--- src/rtl/hlpd_pkg.sv ---
package hlpd_pkg;

    // Default header length in characters
    localparam int HEADER_CHARS_DEF = 4;

    // Field widths
    localparam int BYTE_W = 8;
    localparam int TAG_W  = 16;
    localparam int LEN_W  = 16;
    localparam int DIG_W  = 4;

    // Packed stream widths
    localparam int S_TDATA_W = 8;
    localparam int M_TDATA_W = BYTE_W + TAG_W;
    localparam int M_TUSER_W = 2;

    // One result item
    typedef struct packed {
        logic [TAG_W-1:0]  stream_tag;
        logic              header_error;
        logic              empty_packet;
        logic              last_of_packet;
        logic [BYTE_W-1:0] out_byte;
    } t_result;

endpackage

--- src/rtl/hlpd_parse.sv ---
module hlpd_parse #(
    parameter int HEADER_CHARS = hlpd_pkg::HEADER_CHARS_DEF
) (
    input  logic                         i_clk,
    input  logic                         i_rst_n,
    input  logic                         i_accept,
    input  logic [hlpd_pkg::BYTE_W-1:0]  i_byte,
    input  logic [hlpd_pkg::TAG_W-1:0]   i_stream_id,
    output logic                         o_res_valid,
    output hlpd_pkg::t_result            o_res
);
    import hlpd_pkg::*;

    localparam int CNT_W = (HEADER_CHARS > 1) ? $clog2(HEADER_CHARS) : 1;
    localparam logic [CNT_W-1:0] CNT_LAST = CNT_W'(HEADER_CHARS - 1);

    logic              r_in_payload;
    logic [CNT_W-1:0]  r_digits;
    logic [LEN_W-1:0]  r_len_acc;
    logic [LEN_W-1:0]  r_remain;
    logic              r_bad_seen;

    logic              n_in_payload;
    logic [CNT_W-1:0]  n_digits;
    logic [LEN_W-1:0]  n_len_acc;
    logic [LEN_W-1:0]  n_remain;
    logic              n_bad_seen;

    logic [DIG_W-1:0]  digit;
    logic              digit_bad;
    logic [LEN_W-1:0]  acc_shift;
    logic              bad_any;
    logic [LEN_W-1:0]  remain_dec;

    // Decode one ASCII hex character; bad characters give zero
    always_comb begin
        digit     = '0;
        digit_bad = 1'b0;
        if (i_byte >= 8'h30 && i_byte <= 8'h39) begin
            digit = DIG_W'(i_byte - 8'h30);
        end else if (i_byte >= 8'h61 && i_byte <= 8'h66) begin
            digit = DIG_W'(i_byte - 8'h57);
        end else if (i_byte >= 8'h41 && i_byte <= 8'h46) begin
            digit = DIG_W'(i_byte - 8'h37);
        end else begin
            digit_bad = 1'b1;
        end
    end

    assign acc_shift  = {r_len_acc[LEN_W-DIG_W-1:0], digit};
    assign bad_any    = r_bad_seen | digit_bad;
    assign remain_dec = r_remain - LEN_W'(1);

    // Advance header and payload state for the accepted item
    always_comb begin
        n_in_payload = r_in_payload;
        n_digits     = r_digits;
        n_len_acc    = r_len_acc;
        n_remain     = r_remain;
        n_bad_seen   = r_bad_seen;
        o_res_valid  = 1'b0;
        o_res        = '{stream_tag: i_stream_id, header_error: 1'b0,
                         empty_packet: 1'b0, last_of_packet: 1'b0,
                         out_byte: i_byte};
        if (i_accept) begin
            if (r_in_payload) begin
                n_remain             = remain_dec;
                o_res_valid          = 1'b1;
                o_res.last_of_packet = (remain_dec == '0);
                if (remain_dec == '0) begin
                    n_in_payload = 1'b0;
                end
            end else if (r_digits != CNT_LAST) begin
                n_digits   = r_digits + CNT_W'(1);
                n_len_acc  = acc_shift;
                n_bad_seen = bad_any;
            end else begin
                // Header complete: start a new header either way
                n_digits   = '0;
                n_len_acc  = '0;
                n_bad_seen = 1'b0;
                if (bad_any || acc_shift == '0) begin
                    o_res_valid          = 1'b1;
                    o_res.out_byte       = '0;
                    o_res.last_of_packet = 1'b1;
                    o_res.empty_packet   = 1'b1;
                    o_res.header_error   = bad_any;
                end else begin
                    n_remain     = acc_shift;
                    n_in_payload = 1'b1;
                end
            end
        end
    end

    // Hold parser state
    always_ff @(posedge i_clk) begin
        if (!i_rst_n) begin
            r_in_payload <= 1'b0;
            r_digits     <= '0;
            r_len_acc    <= '0;
            r_remain     <= '0;
            r_bad_seen   <= 1'b0;
        end else begin
            r_in_payload <= n_in_payload;
            r_digits     <= n_digits;
            r_len_acc    <= n_len_acc;
            r_remain     <= n_remain;
            r_bad_seen   <= n_bad_seen;
        end
    end

endmodule

--- src/rtl/hlpd_out.sv ---
module hlpd_out (
    input  logic               i_clk,
    input  logic               i_rst_n,
    input  logic               i_valid,
    input  hlpd_pkg::t_result  i_res,
    output logic               o_ready,
    output logic               o_valid,
    input  logic               i_ready,
    output hlpd_pkg::t_result  o_res
);
    import hlpd_pkg::*;

    logic    r_out_vld;
    t_result r_out;
    logic    r_skid_vld;
    t_result r_skid;
    logic    drain;

    assign drain   = !r_out_vld || i_ready;
    assign o_ready = !r_skid_vld;
    assign o_valid = r_out_vld;
    assign o_res   = r_out;

    // Control: refill the output register, park an item in the skid when stalled
    always_ff @(posedge i_clk) begin
        if (!i_rst_n) begin
            r_out_vld  <= 1'b0;
            r_skid_vld <= 1'b0;
        end else if (drain) begin
            r_out_vld  <= r_skid_vld || i_valid;
            r_skid_vld <= 1'b0;
        end else if (i_valid) begin
            r_skid_vld <= 1'b1;
        end
    end

    // Payload
    always_ff @(posedge i_clk) begin
        if (drain) begin
            r_out <= r_skid_vld ? r_skid : i_res;
        end else if (i_valid) begin
            r_skid <= i_res;
        end
    end

endmodule

--- src/rtl/hex_length_prefixed_deframer.sv ---
// Output: a result item is registered in the output stage when the input item that
// causes it is accepted, or parked in the skid stage while the master side stalls.
// Throughput: one input item per cycle while the skid stage is empty; the output
// register and a one-item skid stage let input continue while a result waits to be taken.
// Reset: synchronous, active low; clears parser state, the stream identifier and
// both output stages.
module hex_length_prefixed_deframer #(
    parameter int HEADER_CHARS = hlpd_pkg::HEADER_CHARS_DEF
) (
    input  logic                            i_clk,
    input  logic                            i_rst_n,
    input  logic                            s_axis_tvalid,
    output logic                            s_axis_tready,
    input  logic [hlpd_pkg::S_TDATA_W-1:0]  s_axis_tdata,  // [7:0] in_byte
    output logic                            m_axis_tvalid,
    input  logic                            m_axis_tready,
    output logic [hlpd_pkg::M_TDATA_W-1:0]  m_axis_tdata,  // [7:0] out_byte, [23:8] stream_tag
    output logic                            m_axis_tlast,  // last_of_packet
    output logic [hlpd_pkg::M_TUSER_W-1:0]  m_axis_tuser,  // [0] empty_packet, [1] header_error
    input  logic                            i_cfg_we,
    input  logic [hlpd_pkg::TAG_W-1:0]      i_cfg_wdata
);
    import hlpd_pkg::*;

    logic [TAG_W-1:0] r_stream_id;
    logic             accept;
    logic             res_valid;
    t_result          res;
    t_result          out_res;

    assign accept = s_axis_tvalid && s_axis_tready;

    // Hold the stream identifier
    always_ff @(posedge i_clk) begin
        if (!i_rst_n) begin
            r_stream_id <= '0;
        end else if (i_cfg_we) begin
            r_stream_id <= i_cfg_wdata;
        end
    end

    hlpd_parse #(
        .HEADER_CHARS (HEADER_CHARS)
    ) u_parse (
        .i_clk       (i_clk),
        .i_rst_n     (i_rst_n),
        .i_accept    (accept),
        .i_byte      (s_axis_tdata[BYTE_W-1:0]),
        .i_stream_id (r_stream_id),
        .o_res_valid (res_valid),
        .o_res       (res)
    );

    hlpd_out u_out (
        .i_clk   (i_clk),
        .i_rst_n (i_rst_n),
        .i_valid (res_valid),
        .i_res   (res),
        .o_ready (s_axis_tready),
        .o_valid (m_axis_tvalid),
        .i_ready (m_axis_tready),
        .o_res   (out_res)
    );

    // Pack the result item
    assign m_axis_tdata = {out_res.stream_tag, out_res.out_byte};
    assign m_axis_tlast = out_res.last_of_packet;
    assign m_axis_tuser = {out_res.header_error, out_res.empty_packet};

endmodule

--- config.mk ---
export PLATFORM = sky130hd
export DESIGN_NAME = hex_length_prefixed_deframer
export DESIGN_NICKNAME = d
export VERILOG_FILES = /design/src/rtl/hlpd_pkg.sv /design/src/rtl/hlpd_parse.sv /design/src/rtl/hlpd_out.sv /design/src/rtl/hex_length_prefixed_deframer.sv
export SDC_FILE = /design/constraint.sdc
export NUM_CORES = 1
export LEC_CHECK = 0
export ABC_CLOCK_PERIOD_IN_PS = 4300
export BUFFER_PORTS_ARGS = -buffer_cell sky130_fd_sc_hd__clkbuf_2
export CAP_MARGIN = 20
export CORE_ASPECT_RATIO = 1.5
export CORE_MARGIN = 10
export CORE_UTILIZATION = 33
export CTS_CLUSTER_DIAMETER = 30
export CTS_CLUSTER_SIZE = 25
export DETAILED_ROUTE_END_ITERATION = 10
export GPL_TIMING_DRIVEN = 0
export PLACE_DENSITY = 0.52
export SLEW_MARGIN = 40
export SYNTH_ARGS = -nofsm -noshare
export SYNTH_HDL_FRONTEND = slang
export SYNTH_HIERARCHICAL = 1
export SYNTH_SLANG_ARGS = --single-unit
--- constraint.sdc ---
create_clock -name i_clk -period 4.3 [get_ports i_clk]
set_input_delay 0.43 -clock i_clk [delete_from_list [all_inputs] [get_ports i_clk]]
set_output_delay 0.43 -clock i_clk [all_outputs]
set_load 0.01 [all_outputs]
==> impl_metrics.json <==
{
  "utilization_pct": 39.61,
  "syn2layout_area_growth_pct": 16.84,
  "cp_slowest_cell": "nor2_4",
  "reg2regPathDepth": 11,
  "grt_pass1_vias": 3759,
  "cts_hold_buf": 0,
  "path_clk_slew_ns": 0.07,
  "layout_setup_ws_ns": 1.204,
  "met2_usage_pct": 20.58,
  "met3_usage_pct": 3.293,
  "preCtsSetupSlack_ns": 0.8349,
  "synth.avg_cell_area_um2": 11.06,
  "placed_cell_area_um2": 5738,
  "grt-busiest-layer": "met2",
  "cts_buffers": 9,
  "ir_drop_uv": 157.3,
  "gp_congestion": 0.8628,
  "synth_nets": 501,
  "start_util_pct": 33.90,
  "antenna-diode-count": 0,
  "worstMarginPinSlew_ns": 0.6938,
  "setup_tns_ns": 0,
  "coreArea_um2": 15210,
  "routed_wl_mm": 12.21,
  "ys_dominant_reg_cell": "edfxtp_1",
  "yosys.cell_types.count": 73,
  "power_mw": 2.030,
  "drc": 0,
  "synth_warnings": 6,
  "slew_headroom_pct": 53.63,
  "setup_viol": 0,
  "wl_per_cell_um": 16.53,
  "dp_hpwl_mm": 9.445,
  "rsz0062_at_grt": "false",
  "synth_top_area_cell": "edfxtp_1",
  "fillCellCount": 1502,
  "rows": 55,
  "start_kind": "primary input",
  "viasPerCell": 4.973,
  "cp-end-kind": "flop",
  "cellLeakagePower_nw": 2.391,
  "path_cells": "clkbuf_2 -> inv_1 -> ha_1 -> nor3b_2 -> nor2_1 -> a21oi_1 -> a311o_1 -> a21oi_1 -> nor2b_1 -> inv_1 -> nor2_4 -> buf_8",
  "status": "complete, no violations",
  "async_reset_ff_share_pct": 0,
  "netlist_instances": 466,
  "io_pins": 58,
  "antenna_found_initial": 0,
  "cts_tree": "yes",
  "drive_gt1_share_pct": 26.48,
  "synth_area_leaders": "edfxtp_1, dfxtp_1, mux2i_1, mux2_2, nor2b_1",
  "io_buffers": 56,
  "drv_slew": 0,
  "syn_area_um2": 5156,
  "worstPathMaxFanout": 18,
  "synth-edff-count": 54,
  "post_cts_resized": 0,
  "stdcell_area_um2": 6025,
  "die_w_um": 122.1,
  "ys_seq_area_share_pct": 50.86,
  "hold_depth": 3,
  "hold_slack_ns": 0.3427,
  "cts_sinks": 104,
  "instances_no_fill": 739,
  "fin_skew_ns": 0.007976,
  "path_class": "primary input to flop",
  "htree_levels": 3,
  "hold_path.class": "primary input to flop",
  "root_buffer": "clkbuf_16",
  "critPathMaxStageDelay_ns": 0.48,
  "nets": 570,
  "die_h_um": 173.1,
  "grt_use_total_pct": 11.47,
  "synth_top_area_share_pct": 31.45,
  "hold_viol_final": 0,
  "synthMostInstantiatedCell": "edfxtp_1",
  "crit_arrival_ns": 3.15,
  "synth_seq_cells": 104,
  "first_pass_iters": 4,
  "dr.first_iter.drc_count": 236,
  "yosys-top-cells-count": "edfxtp_1, dfxtp_1, nor2_1, nand2_1, nor2b_1",
  "vias": 3675,
  "post-place-cells": 723,
  "grt_first_pass_wirelength_mm": 19.52,
  "crit_required_ns": 4.35,
  "drtAntennaViolNets": 0,
  "fmax_ghz": 0.3230,
  "period_share_pct": 72.01,
  "clockBufferDepth": 2,
  "worstSkewPairLatency_ns": 0.34,
  "power_density_nw_per_um2": 337.0,
  "maxCapViolations": 0,
  "overflow": 0,
  "post_cts_buffers": 0,
  "grt_use_met1_pct": 12.06,
  "grt_max_degree": 20,
  "fin_crit_ns": 3.096,
  "die-area_um2": 21130
}
[path summary, 6_finish.rpt]
| check | end | slack (ns) | from |
|---|---|---|---|
| worst max-delay path | u_out/r_skid[19] | 1.20 | s_axis_tdata[0] |
| worst min-delay path | r_stream_id[1] | 0.34 | i_cfg_wdata[1] |
| worst max register to register | u_out/o_res[8] | 1.29 | u_out/r_skid_vld |
| worst min register to register | u_parse/r_len_acc[9] | 0.47 | u_parse/r_len_acc[9] |
[flip-flops by register name (all words and copies together) (netlist names), 2 cells and up]
name               cells
u_out/r_skid          27
u_parse/r_remain      16
u_parse/r_digits       2
r_stream_id           16
u_parse/r_len_acc     12
u_out/o_res           27
[cell usage in the layout (no fill, tap or decap), types with 16 or more instances in the layout]
cell type / instances
clkbuf_2: 56
nand2_1: 30
clkbuf_1: 19
a21oi_1: 27
mux2i_1: 22
mux2_2: 19
nor2b_1: 29
nor2_1: 30
edfxtp_1: 54
dfxtp_1: 50
buf_4: 16
[routing by layer]
layer	vias up	part of all wire, %
met2	65	54
li1	1831	-
met5	-	0
met1	1762	39
met4	0	2.4
met3	17	4.6
[where the power goes]
part,total [mW],switching (mW),internal [mW]
clock,0.791,0.386,0.406
combinational,0.160,0.0839,0.0760
sequential,1.08,0.0114,1.07
total,2.03,0.481,1.55
[critical path, delay by kind of cell]
family / cells / cell delay [ns]
adder cells (fa/ha/maj): 1 / 0.18
AND/OR/NAND/NOR: 4 / 1.16
buffers and inverters: 4 / 0.60
AO/OA/AOI/OAI: 3 / 0.77
[cell families (layout without fill, tap and decap cells)]
group                    Yosys count  in the layout  share of synthesized area [%]
multiplexers                      50             50                          10.97
flip-flops                       104            104                          50.86
AND/OR/NAND/NOR                  164            164                          18.37
AO/OA/AOI/OAI                     81             81                          10.92
buffers and inverters             55            129                          6.406
XOR/XNOR                           6              6                          1.019
adder cells (fa/ha/maj)            6              6                          1.456
[layout make-up]
| class | instances | area, µm² | area share [%] |
|---|---|---|---|
| timing repair buffer | 58 | 322.8 | 5.358 |
| multi-input combinational | 307 | 2215 | 36.76 |
| clock buffer | 9 | 225.2 | 3.738 |
| clock inverter | 7 | 60.06 | 0.9969 |
| inverter | 9 | 33.78 | 0.5607 |
| tap | 199 | 249.0 | 4.133 |
| sequential | 104 | 2623 | 43.53 |
| buffer | 46 | 296.5 | 4.922 |
Note: power is estimated with default switching activity, not from simulation.
